===== config.mk =====
export PLATFORM = sky130hd
export DESIGN_NAME = swipe_gesture_recognizer_top
export DESIGN_NICKNAME = d
export VERILOG_FILES = /design/src/rtl/sgr_pkg.sv /design/src/rtl/swipe_gesture_recognizer_top.sv
export VERILOG_INCLUDE_DIRS = /design/src /design/src/rtl
export SDC_FILE = /design/constraint.sdc
export NUM_CORES = 1
export LEC_CHECK = 0
export ABC_AREA = 0
export ABC_CLOCK_PERIOD_IN_PS = 10600
export BUFFER_PORTS_ARGS = -buffer_cell sky130_fd_sc_hd__buf_4
export CAP_MARGIN = 5
export CORE_MARGIN = 2
export CORE_UTILIZATION = 47
export DETAILED_ROUTE_END_ITERATION = 10
export GPL_TIMING_DRIVEN = 0
export PLACE_DENSITY_LB_ADDON = 0.15
export SKIP_CTS_REPAIR_TIMING = 1
export SYNTH_ARGS = -nofsm -noshare
export SYNTH_HDL_FRONTEND = slang
export SYNTH_SLANG_ARGS = --single-unit

===== constraint.sdc =====
create_clock -name clk -period 10.6 [get_ports clk]
set_input_delay 2.12 -clock clk [delete_from_list [all_inputs] [get_ports clk]]
set_output_delay 2.12 -clock clk [all_outputs]
set_load 0.02 [all_outputs]

===== src/rtl/swipe_gesture_recognizer_top_macros.svh =====
// Assertion macros used by the recognizer top module.
`ifndef SWIPE_GESTURE_RECOGNIZER_TOP_MACROS_SVH
`define SWIPE_GESTURE_RECOGNIZER_TOP_MACROS_SVH

`ifndef SYNTHESIS

// The consequent must hold in the same cycle as the antecedent.
`define SGR_ASSERT_SAME(label, clk, rst, ante, cons) \
  label: assert property (@(posedge clk) disable iff (rst) (ante) |-> (cons)) \
    else $error("swipe gesture recognizer: assertion failed");

// The consequent must hold in the cycle after the antecedent.
`define SGR_ASSERT_NEXT(label, clk, rst, ante, cons) \
  label: assert property (@(posedge clk) disable iff (rst) (ante) |=> (cons)) \
    else $error("swipe gesture recognizer: assertion failed");

`else

`define SGR_ASSERT_SAME(label, clk, rst, ante, cons)
`define SGR_ASSERT_NEXT(label, clk, rst, ante, cons)

`endif

`endif


===== src/rtl/sgr_pkg.sv =====
package sgr_pkg;

  localparam logic [1:0] DIR_UP    = 2'd0;
  localparam logic [1:0] DIR_DOWN  = 2'd1;
  localparam logic [1:0] DIR_LEFT  = 2'd2;
  localparam logic [1:0] DIR_RIGHT = 2'd3;

  localparam int CFG_INDEX_W = 3;
  localparam int CFG_DATA_W  = 16;

  localparam logic [CFG_INDEX_W-1:0] CFG_MOVE_THRESHOLD = 3'd0;
  localparam logic [CFG_INDEX_W-1:0] CFG_PATTERN_A_DIRS = 3'd1;
  localparam logic [CFG_INDEX_W-1:0] CFG_PATTERN_A_LEN  = 3'd2;
  localparam logic [CFG_INDEX_W-1:0] CFG_PATTERN_B_DIRS = 3'd3;
  localparam logic [CFG_INDEX_W-1:0] CFG_PATTERN_B_LEN  = 3'd4;

  localparam int THRESHOLD_W = 12;
  localparam int THR_SQ_W    = 2 * THRESHOLD_W;
  localparam int PATTERN_W   = 16;
  localparam int PAT_LEN_W   = 4;
  localparam int PATTERN_MAX = 8;
  localparam int STROKE_W    = 4;

  localparam logic [THRESHOLD_W-1:0] MOVE_THRESHOLD_RESET = 12'd10;
  localparam logic [THR_SQ_W-1:0]    THR_SQ_RESET         = 24'd100;
  localparam logic [PATTERN_W-1:0]   PATTERN_A_DIRS_RESET = 16'd14;
  localparam logic [PAT_LEN_W-1:0]   PATTERN_A_LEN_RESET  = 4'd2;
  localparam logic [PATTERN_W-1:0]   PATTERN_B_DIRS_RESET = 16'd11;
  localparam logic [PAT_LEN_W-1:0]   PATTERN_B_LEN_RESET  = 4'd2;

endpackage


===== src/rtl/swipe_gesture_recognizer_top.sv =====
// Swipe gesture recognizer. Each input transfer is one touchpad sample and
// yields exactly one result transfer carrying the latched gesture status and
// the current stroke length. Samples are taken one per clock cycle while the
// result side keeps up. Each sample is registered first; then a single
// compute stage updates the anchor, the stroke and the match status together
// and loads the result register, and a stall on the result side can hold the
// sample between the two. One sample and one finished result can wait at the
// same time. The squared movement threshold is computed when move_threshold is
// written and is used from the next cycle on.
`include "swipe_gesture_recognizer_top_macros.svh"

module swipe_gesture_recognizer_top #(
  parameter int MAX_DIRS   = 8,
  parameter int COORD_BITS = 12
) (
  input  logic                               clk,
  input  logic                               rst,
  input  logic                               cfg_write,
  input  logic [sgr_pkg::CFG_INDEX_W-1:0]    cfg_index,
  input  logic [sgr_pkg::CFG_DATA_W-1:0]     cfg_data,
  input  logic                               in_valid,
  output logic                               in_stall,
  input  logic                               touching,
  input  logic [COORD_BITS-1:0]              pos_x,
  input  logic [COORD_BITS-1:0]              pos_y,
  output logic                               out_valid,
  input  logic                               out_stall,
  output logic                               gesture_found,
  output logic                               gesture_index,
  output logic [sgr_pkg::STROKE_W-1:0]       stroke_length
);
  import sgr_pkg::*;

  localparam int CW    = $clog2(MAX_DIRS + 1);
  localparam int IW    = $clog2(MAX_DIRS);
  localparam int LW    = (CW > PAT_LEN_W) ? CW : PAT_LEN_W;
  localparam int CMP_N = (MAX_DIRS < PATTERN_MAX) ? MAX_DIRS : PATTERN_MAX;
  localparam int SQ_W  = 2 * COORD_BITS;
  localparam int DW    = (SQ_W + 1 > THR_SQ_W) ? SQ_W + 1 : THR_SQ_W;

  logic [THRESHOLD_W-1:0] thr_wr;
  logic [THR_SQ_W-1:0]    thr_sq;
  logic [PATTERN_W-1:0]   pat_a_dirs;
  logic [PAT_LEN_W-1:0]   pat_a_len;
  logic [PATTERN_W-1:0]   pat_b_dirs;
  logic [PAT_LEN_W-1:0]   pat_b_len;

  logic                  s1_valid;
  logic                  s1_touch;
  logic [COORD_BITS-1:0] s1_x;
  logic [COORD_BITS-1:0] s1_y;

  logic [COORD_BITS-1:0]      anchor_x;
  logic [COORD_BITS-1:0]      anchor_y;
  logic                       anchor_valid;
  logic [MAX_DIRS-1:0][1:0]   dir_store;
  logic [1:0]                 last_dir;
  logic [CW-1:0]              dir_count;
  logic                       dir_overflow;
  logic                       found_reg;
  logic                       index_reg;

  logic                       advance;
  logic signed [COORD_BITS:0] dx;
  logic signed [COORD_BITS:0] dy;
  logic [COORD_BITS-1:0]      ax;
  logic [COORD_BITS-1:0]      ay;
  logic [SQ_W-1:0]            sq_x;
  logic [SQ_W-1:0]            sq_y;
  logic [DW-1:0]              dist_sq;
  logic                       moved;
  logic [1:0]                 new_dir;
  logic                       match_a;
  logic                       match_b;

  logic                       anchor_valid_next;
  logic                       anchor_load;
  logic                       dir_store_write;
  logic [CW-1:0]              dir_count_next;
  logic                       dir_overflow_next;
  logic                       found_reg_next;
  logic                       index_reg_next;

  function automatic logic stroke_match(
    input logic [PATTERN_W-1:0]      dirs,
    input logic [PAT_LEN_W-1:0]      len,
    input logic [MAX_DIRS-1:0][1:0]  stored,
    input logic [CW-1:0]             count,
    input logic                      overflow
  );
    logic ok;
    ok = !overflow && (LW'(len) == LW'(count)) && (int'(len) <= PATTERN_MAX)
         && (int'(len) <= MAX_DIRS);
    for (int i = 0; i < CMP_N; i++) begin
      if ((i < int'(len)) && (dirs[2*i +: 2] != stored[i])) begin
        ok = 1'b0;
      end
    end
    return ok;
  endfunction

  assign thr_wr = cfg_data[THRESHOLD_W-1:0];

  always_ff @(posedge clk) begin
    if (rst) begin
      thr_sq     <= THR_SQ_RESET;
      pat_a_dirs <= PATTERN_A_DIRS_RESET;
      pat_a_len  <= PATTERN_A_LEN_RESET;
      pat_b_dirs <= PATTERN_B_DIRS_RESET;
      pat_b_len  <= PATTERN_B_LEN_RESET;
    end else if (cfg_write) begin
      unique case (cfg_index)
        CFG_MOVE_THRESHOLD: thr_sq     <= thr_wr * thr_wr;
        CFG_PATTERN_A_DIRS: pat_a_dirs <= cfg_data[PATTERN_W-1:0];
        CFG_PATTERN_A_LEN:  pat_a_len  <= cfg_data[PAT_LEN_W-1:0];
        CFG_PATTERN_B_DIRS: pat_b_dirs <= cfg_data[PATTERN_W-1:0];
        CFG_PATTERN_B_LEN:  pat_b_len  <= cfg_data[PAT_LEN_W-1:0];
        default: begin
        end
      endcase
    end
  end

  // The compute stage moves only when the result register is free or drains.
  assign advance  = s1_valid && (!out_valid || !out_stall);
  assign in_stall = s1_valid && !advance;

  always_ff @(posedge clk) begin
    if (rst) begin
      s1_valid <= 1'b0;
    end else if (in_valid && !in_stall) begin
      s1_valid <= 1'b1;
    end else if (advance) begin
      s1_valid <= 1'b0;
    end
  end

  always_ff @(posedge clk) begin
    if (in_valid && !in_stall) begin
      s1_touch <= touching;
      s1_x     <= pos_x;
      s1_y     <= pos_y;
    end
  end

  always_comb begin
    dx      = $signed({1'b0, s1_x}) - $signed({1'b0, anchor_x});
    dy      = $signed({1'b0, s1_y}) - $signed({1'b0, anchor_y});
    ax      = dx[COORD_BITS] ? COORD_BITS'(-dx) : COORD_BITS'(dx);
    ay      = dy[COORD_BITS] ? COORD_BITS'(-dy) : COORD_BITS'(dy);
    sq_x    = ax * ax;
    sq_y    = ay * ay;
    dist_sq = DW'(sq_x) + DW'(sq_y);
    moved   = dist_sq >= DW'(thr_sq);
    if (ax > ay) begin
      new_dir = (!dx[COORD_BITS] && (dx != '0)) ? DIR_RIGHT : DIR_LEFT;
    end else begin
      new_dir = (!dy[COORD_BITS] && (dy != '0)) ? DIR_DOWN : DIR_UP;
    end
    match_a = stroke_match(pat_a_dirs, pat_a_len, dir_store, dir_count, dir_overflow);
    match_b = stroke_match(pat_b_dirs, pat_b_len, dir_store, dir_count, dir_overflow);
  end

  always_comb begin
    anchor_valid_next = anchor_valid;
    anchor_load       = 1'b0;
    dir_store_write   = 1'b0;
    dir_count_next    = dir_count;
    dir_overflow_next = dir_overflow;
    found_reg_next    = found_reg;
    index_reg_next    = index_reg;
    priority if (!s1_touch) begin
      found_reg_next    = match_a || match_b;
      index_reg_next    = !match_a && match_b;
      dir_count_next    = '0;
      dir_overflow_next = 1'b0;
      anchor_valid_next = 1'b0;
    end else if (!anchor_valid) begin
      anchor_load       = 1'b1;
      anchor_valid_next = 1'b1;
    end else if (moved) begin
      anchor_load = 1'b1;
      if ((dir_count == '0) || (last_dir != new_dir)) begin
        if (dir_count < CW'(MAX_DIRS)) begin
          dir_store_write = 1'b1;
          dir_count_next  = dir_count + 1'b1;
        end else begin
          dir_overflow_next = 1'b1;
        end
      end
    end else begin
    end
  end

  always_ff @(posedge clk) begin
    if (rst) begin
      anchor_valid <= 1'b0;
      dir_count    <= '0;
      dir_overflow <= 1'b0;
      found_reg    <= 1'b0;
      index_reg    <= 1'b0;
      out_valid    <= 1'b0;
    end else begin
      if (advance) begin
        anchor_valid <= anchor_valid_next;
        dir_count    <= dir_count_next;
        dir_overflow <= dir_overflow_next;
        found_reg    <= found_reg_next;
        index_reg    <= index_reg_next;
        out_valid    <= 1'b1;
      end else if (!out_stall) begin
        out_valid <= 1'b0;
      end
    end
  end

  always_ff @(posedge clk) begin
    if (advance && anchor_load) begin
      anchor_x <= s1_x;
      anchor_y <= s1_y;
    end
    if (advance && dir_store_write) begin
      dir_store[dir_count[IW-1:0]] <= new_dir;
      last_dir                     <= new_dir;
    end
  end

  assign gesture_found = found_reg;
  assign gesture_index = index_reg;
  assign stroke_length = STROKE_W'(dir_count);

  `SGR_ASSERT_SAME(a_overflow_full, clk, rst, dir_overflow, dir_count == CW'(MAX_DIRS))
  `SGR_ASSERT_SAME(a_index_needs_found, clk, rst, index_reg, found_reg)
  `SGR_ASSERT_SAME(a_stall_needs_held_sample, clk, rst, in_stall, s1_valid)
  `SGR_ASSERT_NEXT(a_release_clears, clk, rst, advance && !s1_touch,
                   (dir_count == '0) && !dir_overflow && !anchor_valid && out_valid)

endmodule


# Word level (Yosys, flattened, before mapping)
# Cells that the tools add are included.
dict set report classes {
  eq_ne 29
  div_mod_pow 0
  mux 47
  n_reduce_logical 55
  magnitude_cmp 23
  shift 0
  multipliers 3
  bitwise 1
  add_sub_neg 6
}
# cell count
set op_table {}
lappend op_table {{multiplier 12 x 12 -> 24 bit} 3}
lappend op_table {{2-to-1 mux 1 bit} 36}
lappend op_table {{inequality test 2 bit} 17}
lappend op_table {{< comparator 3 x 4 -> 1 bit (first input constant)} 8}
lappend op_table {{logical AND 1 bit} 31}
lappend op_table {{nonzero test 13 bit} 2}
lappend op_table {{subtractor 12 x 12 -> 13 bit} 2}
lappend op_table {{adder 24 x 24 -> 25 bit} 1}
lappend op_table {{>= comparator 25 x 24 -> 1 bit} 1}
lappend op_table {{2-to-1 mux 12 bit} 2}
lappend op_table {{negation 12 bit} 2}
lappend op_table {{2-to-1 mux 4 bit} 5}
lappend op_table {{bitwise mux 16 bit} 1}
lappend op_table {{< comparator 1 x 4 -> 1 bit (first input constant)} 4}
lappend op_table {{< comparator 2 x 4 -> 1 bit (first input constant)} 4}
lappend op_table {{greater-than comparator 12 bit} 1}
lappend op_table {{AND reduction 2 bit} 6}
lappend op_table {{inequality test 2 x 1 -> 1 bit (second input constant)} 5}
lappend op_table {{AND reduction 5 bit} 2}
lappend op_table {{equality test 4 bit} 2}
lappend op_table {{<= comparator 4 bit (second input constant)} 2}
lappend op_table {{logical NOT 1 bit} 8}
lappend op_table {{demux 2 bit (select 3 bit)} 1}
lappend op_table {{equality test 3 x 2 -> 1 bit (second input constant)} 2}
lappend op_table {{13 further kinds} 16}
dict set report totals {
  inputBits 49
  mem_bits_rw 0
  elab_cells 190
  register_bits 141
  rom_bits 0
  out_inout_bits 8
  latchBits 0
  n_memories 0
}

# Depth between registers and ports, before layout
# Gate-level depths: netlist (run 1).
dict set report logic_depth {
  depth_word 14
  ltp_mapped 46
  mapped_depth_nobuf 45
}

# Least setup slack after synthesis (run 1)
# OpenSTA, ideal clock, no wires.
dict set report synth_timing {
  path_kind {flip-flop to flip-flop}
  from {register s1_x[0]}
  to {register anchor_x[0] (enable)}
  t_arrival_ps 10528
  setup_slack_ps -347
  required_time_ps 10181
  path_stages_with_launch 40
  path_buffers 1
  period_less_slack_ps 10947
  setup_time_ps 419
  path_cell_list {edfxtp_1 -> inv_1 -> ha_1 -> inv_1 -> fa_1 -> a21oi_1 -> o211ai_1 -> a41oi_1 -> o21bai_1 -> a21o_1 -> buf_2 -> a21oi_1 -> xor2_1 -> inv_1 -> nor2_1 -> fa_1 -> fa_1 -> inv_1 -> [4 not listed] -> fa_1 -> inv_1 -> fa_1 -> inv_1 -> ha_1 -> a21oi_1 -> o21ai_0 -> a21o_1 -> a21o_1 -> a21oi_1 -> xnor2_1 -> ha_1 -> nand4_1 -> nor4_1 -> o21a_1 -> a211oi_1 -> o21a_1 -> a41oi_1}
}
dict set report synth_via {
  elab_chain_cells 10
}
# element line_no
set synth_rtl {}
lappend synth_rtl {{from (decl)} swipe_gesture_recognizer_top.sv:50} ;# logic [COORD_BITS-1:0] s1_x;
lappend synth_rtl {{from (signal assigned)} swipe_gesture_recognizer_top.sv:141} ;# s1_x <= pos_x;
lappend synth_rtl {{subtractor 12 x 12 -> 13 bit *} swipe_gesture_recognizer_top.sv:147} ;# dx = $signed({1'b0, s1_x}) - $signed({1'b0, anchor_x});
lappend synth_rtl {{negation 12 bit} swipe_gesture_recognizer_top.sv:149} ;# ax = dx[COORD_BITS] ? COORD_BITS'(-dx) : COORD_BITS'(dx);
lappend synth_rtl {{2-to-1 mux 12 bit *} swipe_gesture_recognizer_top.sv:149}
lappend synth_rtl {{multiplier 12 x 12 -> 24 bit *} swipe_gesture_recognizer_top.sv:151} ;# sq_x = ax * ax;
lappend synth_rtl {{adder 24 x 24 -> 25 bit *} swipe_gesture_recognizer_top.sv:153} ;# dist_sq = DW'(sq_x) + DW'(sq_y);
lappend synth_rtl {{>= comparator 25 x 24 -> 1 bit *} swipe_gesture_recognizer_top.sv:154} ;# moved = dist_sq >= DW'(thr_sq);
lappend synth_rtl {{2-to-1 mux 1 bit *} swipe_gesture_recognizer_top.sv:181} ;# end else if (moved) begin
lappend synth_rtl {{2-to-1 mux 1 bit *} swipe_gesture_recognizer_top.sv:178} ;# end else if (!anchor_valid) begin
lappend synth_rtl {{2-to-1 mux 1 bit *} swipe_gesture_recognizer_top.sv:172} ;# priority if (!s1_touch) begin
lappend synth_rtl {{logical AND 1 bit *} swipe_gesture_recognizer_top.sv:218} ;# if (advance && anchor_load) begin
lappend synth_rtl {{to (signal assigned)} swipe_gesture_recognizer_top.sv:219} ;# anchor_x <= s1_x;
lappend synth_rtl {{to (decl)} swipe_gesture_recognizer_top.sv:53} ;# logic [COORD_BITS-1:0] anchor_x;
# Every way passes the cells marked *; elsewhere a longest branch is shown, timed or not.
# A chain may end at the register's enable or synchronous reset.

# Worst setup path in the final report (run 1)
dict set report layout_timing {
  from {register s1_y[0]}
  to {register dir_store[15] in the netlist's numbering (enable)}
}
dict set report layout_via {
  elab_chain_cells 12
  elab_cells_between_ends 19
  classes_between {add/sub (3); mul (1); order compare (2); eq/ne (1); mux (7); reduce/logical (5)}
}
# element line_no
set layout_rtl {}
lappend layout_rtl {{from (decl)} swipe_gesture_recognizer_top.sv:51} ;# logic [COORD_BITS-1:0] s1_y;
lappend layout_rtl {{from (signal assigned)} swipe_gesture_recognizer_top.sv:142} ;# s1_y <= pos_y;
lappend layout_rtl {{subtractor 12 x 12 -> 13 bit *} swipe_gesture_recognizer_top.sv:148} ;# dy = $signed({1'b0, s1_y}) - $signed({1'b0, anchor_y});
lappend layout_rtl {{parallel branches: the longest is 7 deep, another holds adder 24 x 24 -> 25 bit} n/a}
lappend layout_rtl {{2-to-1 mux 1 bit *} swipe_gesture_recognizer_top.sv:181}
lappend layout_rtl {{2-to-1 mux 1 bit *} swipe_gesture_recognizer_top.sv:178}
lappend layout_rtl {{2-to-1 mux 1 bit *} swipe_gesture_recognizer_top.sv:172}
lappend layout_rtl {{logical AND 1 bit *} swipe_gesture_recognizer_top.sv:222} ;# if (advance && dir_store_write) begin
lappend layout_rtl {{to (signal, indexed assignment)} swipe_gesture_recognizer_top.sv:223} ;# dir_store[dir_count[IW-1:0]] <= new_dir;
lappend layout_rtl {{to (decl)} swipe_gesture_recognizer_top.sv:56} ;# logic [MAX_DIRS-1:0][1:0] dir_store;
# Every way passes the cells marked *.

==> impl_metrics.json, run 1 <==
{
  "final_core_util": 0.556,
  "cp.required_ns": 10.78,
  "clock_skew_ns": 0.0291,
  "critPathTopFamily": "adder cells",
  "num_rows": 75,
  "cp.arrival_ns": 10.94,
  "synth.most_common_cell": "inv_1",
  "drv_slew": 0,
  "tritoncts": "yes",
  "yosysTopAreaCell": "fa_1",
  "die_x_microns": 209,
  "synth_commonest_cells": "inv_1, fa_1, ha_1",
  "worst_slew_pin_slew_ns": 1.19,
  "fin_crit_sh": 1.02,
  "numCtsBuffers": 17,
  "cp_slowest_cell": "fa_1",
  "yosysUniqueCellTypes": 76,
  "finalWorstSetupSlack_ns": -0.160,
  "dieArea_sq_um": 43700,
  "postLayoutCellArea_sq_um": 23200,
  "antenna_cells": 0,
  "dpl_cell_area_sq_um": 20900,
  "avgSynthCellArea_sq_um": 9.11,
  "grt_max_degree": 24,
  "period_needed_ns": 10.76,
  "grt_first_pass_wirelength_microns": 78700,
  "routed_wl_microns": 49000,
  "max_stage_delay_ns": 0.55,
  "vias": 15100,
  "critPathKind": "reg2reg",
  "wl_per_cell_microns": 17.0,
  "path_common_cell": "fa_1",
  "fin_nets": 2883,
  "drive_gt1_frac": 0.154,
  "synth_area_sq_um": 19800,
  "hold_viol": 0,
  "worstSetupEndpointType": "flop",
  "root_buffer": "clkbuf_16",
  "hp-class": "reg2reg",
  "area.growth.synth_to_final_pct": 17.5,
  "clkTransAtPathRegs_ns": 0.07,
  "rsz0062_at_grt": "yes",
  "startpoint_type": "flop",
  "grt_overflow_total": 0,
  "setup_viol": 21,
  "port_buffers": 56,
  "synth_cells": 2170,
  "drc": 0,
  "first_pass_iters": 5,
  "antenna_found_initial": 0,
  "synth_edf_count": 67,
  "ios": 57,
  "grt_usage": 0.229,
  "start_util": 0.473,
  "grt_pass1_vias": 15400,
  "core_area_sq_um": 41800,
  "gp_congestion": 0.880,
  "slew-limit-headroom": 0.209,
  "ys_ff_latch": 140,
  "fmax_mhz": 92.9,
  "violations": "setup timing",
  "ctsHtreeMaxLevel": 4,
  "synth_warnings": 0,
  "synth_top_area_share": 0.286,
  "drt_iter0_markers": 739,
  "synth_nets": 2726,
  "ys.flop_type": "dfxtp_1",
  "outcome": "finished with violations",
  "ys_async_sr_fraction": 0,
  "hpwl_microns": 39400,
  "worstSkewPairLatency_ns": 0.46,
  "seq_area_frac_synth": 0.176,
  "clock-sinks": 140,
  "clock_path_buffers": 2,
  "vias_per_cell": 5.23,
  "maxCapViolations": 0,
  "critPathMaxFanout": 10,
  "antenna_left": 0,
  "ys_top_cells_by_area": "fa_1, ha_1, edfxtp_1, inv_1, dfxtp_1",
  "path_buf_inv": 8,
  "die_y_microns": 209
}
per-layer routing:
| metal | vias to the layer above | part of all wire | GRT usage |
|---|---|---|---|
| met1 | 7484 | 0.46 | 0.321 |
| met4 | 0 | 0.016 | 0.0606 |
| met3 | 42 | 0.045 | 0.0340 |
| met5 | - | 0 | 0 |
| met2 | 300 | 0.48 | 0.374 |
| li1 | 7244 | - | - |
cells by family after synthesis:
family	share of synthesized area
xor gates and xnor gates	0.0505
and+or+nand+nor	0.138
adders and majority gates	0.429
DFF	0.176
buffers and inverters	0.100
AOI/OAI and AO/OA	0.0979
muxes	0.00918
path summary, 6_finish.rpt:
check,slack (ns),to,from,cells past startpoint
min,0.45,anchor_x[0],s1_x[0],0
max reg2reg,-0.16,dir_store[15],s1_y[0],41
max,-0.16,dir_store[15],s1_y[0],41
min reg2reg,0.45,anchor_x[0],s1_x[0],0
cell usage in the layout (no fill, tap or decap), types with 11 or more instances in the layout:
cell	netlist	routed
nand2b_1	20	20
clkbuf_1	50	38
nand2_1	176	171
o21a_1	21	18
xnor2_1	64	51
dfxtp_1	73	73
and3_1	11	11
mux2i_1	11	11
or2_2	23	22
a21o_1	34	33
nand3_1	34	33
fa_1	282	277
nor3_1	23	22
buf_6	1	11
edfxtp_1	67	67
buf_4	0	129
inv_1	467	453
xor2_1	50	36
clkbuf_16	0	20
nand4_1	11	11
o21ai_0	37	29
a21oi_1	108	93
nor2_1	161	145
ha_1	225	214
and2_1	55	47
flip-flops by register name (all words and copies together) (netlist names), 2 cells and up:
signal	count
pat_b_len	4
pat_a_len	4
s1_x	12
last_dir	2
stroke_length	4
pat_a_dirs	16
dir_store	16
anchor_x	12
anchor_y	12
s1_y	12
pat_b_dirs	16
thr_sq	23
final cells by class:
type,instances,area [sq um]
fill,3714,18500
multi-input combinational,1505,15200
sequential,140,3470
inverter,470,1790
timing repair buffer,139,1160
tap,539,674
clock buffer,17,425
buffer,54,287
clock inverter,15,171
through the flow:
stage                     std cells  setup WS [ns]  hold WS, ns  setup TNS, ns
final                          2879         -0.160        0.451          -2.69
after floorplan                2170          0.180        0.426              0
after global placement         2765          -2.52        0.435        -107.61
after detailed placement       2767          -2.37        0.437         -94.65
after CTS                      2799          -2.40        0.453         -95.93
after global routing           2879         -0.590        0.465         -20.35
Power of run 1 is not shown: default switching activity piles up to over one toggle a cycle in this logic, so the estimate is an artifact.
==> run 2, diff against run 1 <==
--- a/config.mk
+++ b/config.mk
@@ -15,6 +15,7 @@
 export DETAILED_ROUTE_END_ITERATION = 10
 export GPL_TIMING_DRIVEN = 0
 export PLACE_DENSITY_LB_ADDON = 0.15
+export REMOVE_ABC_BUFFERS = 1
 export SKIP_CTS_REPAIR_TIMING = 1
 export SYNTH_ARGS = -nofsm -noshare
 export SYNTH_HDL_FRONTEND = slang
==> run 2 against run 1 <==
The run now ends clean; clock-buffer cell count unchanged; design area increased by 1.5%; core utilization increased by 0.83 points; non-clock buffer count decreased by 26; clock skew decreased by 0.0094 ns; first-iteration DRC count decreased by 26%; fmax increased by 2.1%; register-to-register slack improved by 0.22 ns.
==> impl_metrics.json, run 2 (synthesis results as in run 1) <==
{
  "outcome": "complete, no violations",
  "antenna_left": 0,
  "wl_met3_microns": 1350,
  "slew-limit-headroom": 0.194,
  "r2r-end": "dir_store[5]",
  "die_y_microns": 209,
  "stdcell_count": 2855,
  "core_area_sq_um": 41800,
  "fmax_mhz": 94.8,
  "worstSetupEndpointType": "flop",
  "grt_first_pass_wirelength_microns": 73400,
  "setup_viol": 0,
  "ios": 57,
  "numCtsBuffers": 17,
  "cp.required_ns": 10.76,
  "rr_worst_depth": 41,
  "met2_length_microns": 22800,
  "vias_per_cell": 5.23,
  "rsz0062_at_grt": "yes",
  "start_util": 0.473,
  "max_stage_delay_ns": 0.55,
  "tritoncts": "yes",
  "die_x_microns": 209,
  "hold_path_end": "anchor_x[0]",
  "period_needed_ns": 10.54,
  "hold_viol": 0,
  "area.growth.synth_to_final_pct": 19.3,
  "largest_register_ffs": 23,
  "clock_skew_ns": 0.0198,
  "grt_pass1_vias": 15100,
  "wl_per_cell_microns": 15.9,
  "hpwl_microns": 35200,
  "dp.cells": 2713,
  "hp-class": "reg2reg",
  "startpoint_type": "flop",
  "cp_slowest_cell": "fa_2",
  "cp.arrival_ns": 10.70,
  "port_buffers": 56,
  "worstSkewPairLatency_ns": 0.45,
  "drive_gt1_frac": 0.184,
  "dieArea_sq_um": 43700,
  "routed_wl_microns": 45500,
  "root_buffer": "clkbuf_16",
  "drv_slew": 0,
  "fin_nets": 2858,
  "maxCapViolations": 0,
  "final_cell_mix": "inv_1, fa_1, ha_1, nand2_1, buf_4",
  "clock_path_buffers": 2,
  "first_pass_iters": 5,
  "grt_usage": 0.209,
  "drc": 0,
  "grt_overflow_total": 0,
  "ctsHtreeMaxLevel": 4,
  "worst_slew_pin_slew_ns": 1.21,
  "tns_ns": 0,
  "fin_crit_sh": 0.995,
  "critPathKind": "reg2reg",
  "top_register": "thr_sq",
  "reg2reg_slack_ns": 0.06,
  "drt_iter0_markers": 549,
  "clock-sinks": 140,
  "clkTransAtPathRegs_ns": 0.07,
  "r2r-start": "s1_y[0]",
  "wl_met1_microns": 20700,
  "top_layer": "met4",
  "min_path_cells": 0,
  "critPathMaxFanout": 7,
  "gp_congestion": 0.830,
  "grt_max_degree": 58,
  "antenna_found_initial": 0,
  "num_rows": 75,
  "vias": 14900,
  "final_common_cell": "inv_1",
  "holdCritStartpoint": "s1_x[0]",
  "fillers": 3649
}
-- run 2: cell types whose count changed in the layout (fill, tap and decap cells not counted), sizes merged --
cell | before | now
clkbuf | 60 | 17
buf | 150 | 167
clkinv | 6 | 10
clkinvlp | 5 | 3
a21o | 34 | 35
bufinv | 1 | 0
diode | 0 | 1
inv | 473 | 472
-- run 2: critical path, delay by kind of cell, from the launching register on --
family / cells / cell delay [ns]
buffers and inverters: 8 / 0.91
DFF: 1 / 0.40
adders and majority gates: 11 / 4.34
AOI/OAI and AO/OA: 11 / 2.48
xor gates and xnor gates: 2 / 0.28
and+or+nand+nor: 9 / 1.83
-- run 2: worst max path at each step --
stage / startpoint / to / slack (ns) / depth (start not counted)
2_1_floorplan: s1_y[0] / anchor_x[0] / -0.43 / 35
3_3_place_gp: s1_y[0] / anchor_y[0] / -3.38 / 34
3_5_place_dp: s1_x[0] / dir_store[9] / -2.14 / 40
4_1_cts: s1_x[0] / dir_store[8] / -2.18 / 40
5_1_grt: s1_x[0] / dir_store[0] / -0.33 / 45
6_report: s1_y[0] / dir_store[5] / 0.06 / 41
-- run 2: metal layers --
layer	track usage	up-vias
met2	0.363	229
met3	0.0230	46
li1	-	7202
met4	0.0379	0
met1	0.285	7458
met5	0	-
-- run 2: stage by stage --
stage / setup slack, ns / area, sq um / hold slack [ns] / util
2_1_floorplan: -0.426 / 19500 / 0.426 / -
3_3_place_gp: -3.38 / 20600 / 0.435 / 0.494
3_5_place_dp: -2.14 / 20800 / 0.439 / 0.497
4_1_cts: -2.18 / 21400 / 0.455 / 0.512
5_1_grt: -0.332 / 23600 / 0.471 / 0.564
6_report: 0.0570 / 23600 / 0.453 / 0.564
-- run 2: final cells by class --
type | instances | area, sq um | share of cell area
Inverter | 470 | 1780 | 0.0756
Tap cell | 539 | 674 | 0.0286
Sequential cell | 140 | 3470 | 0.147
Clock buffer | 17 | 425 | 0.0180
Timing Repair Buffer | 167 | 1380 | 0.0586
Clock inverter | 15 | 189 | 0.00802
Antenna cell | 1 | 2.50 | 0.000106
Multi-Input combinational cell | 1506 | 15600 | 0.664
Power of run 2 is left out for the same reason.
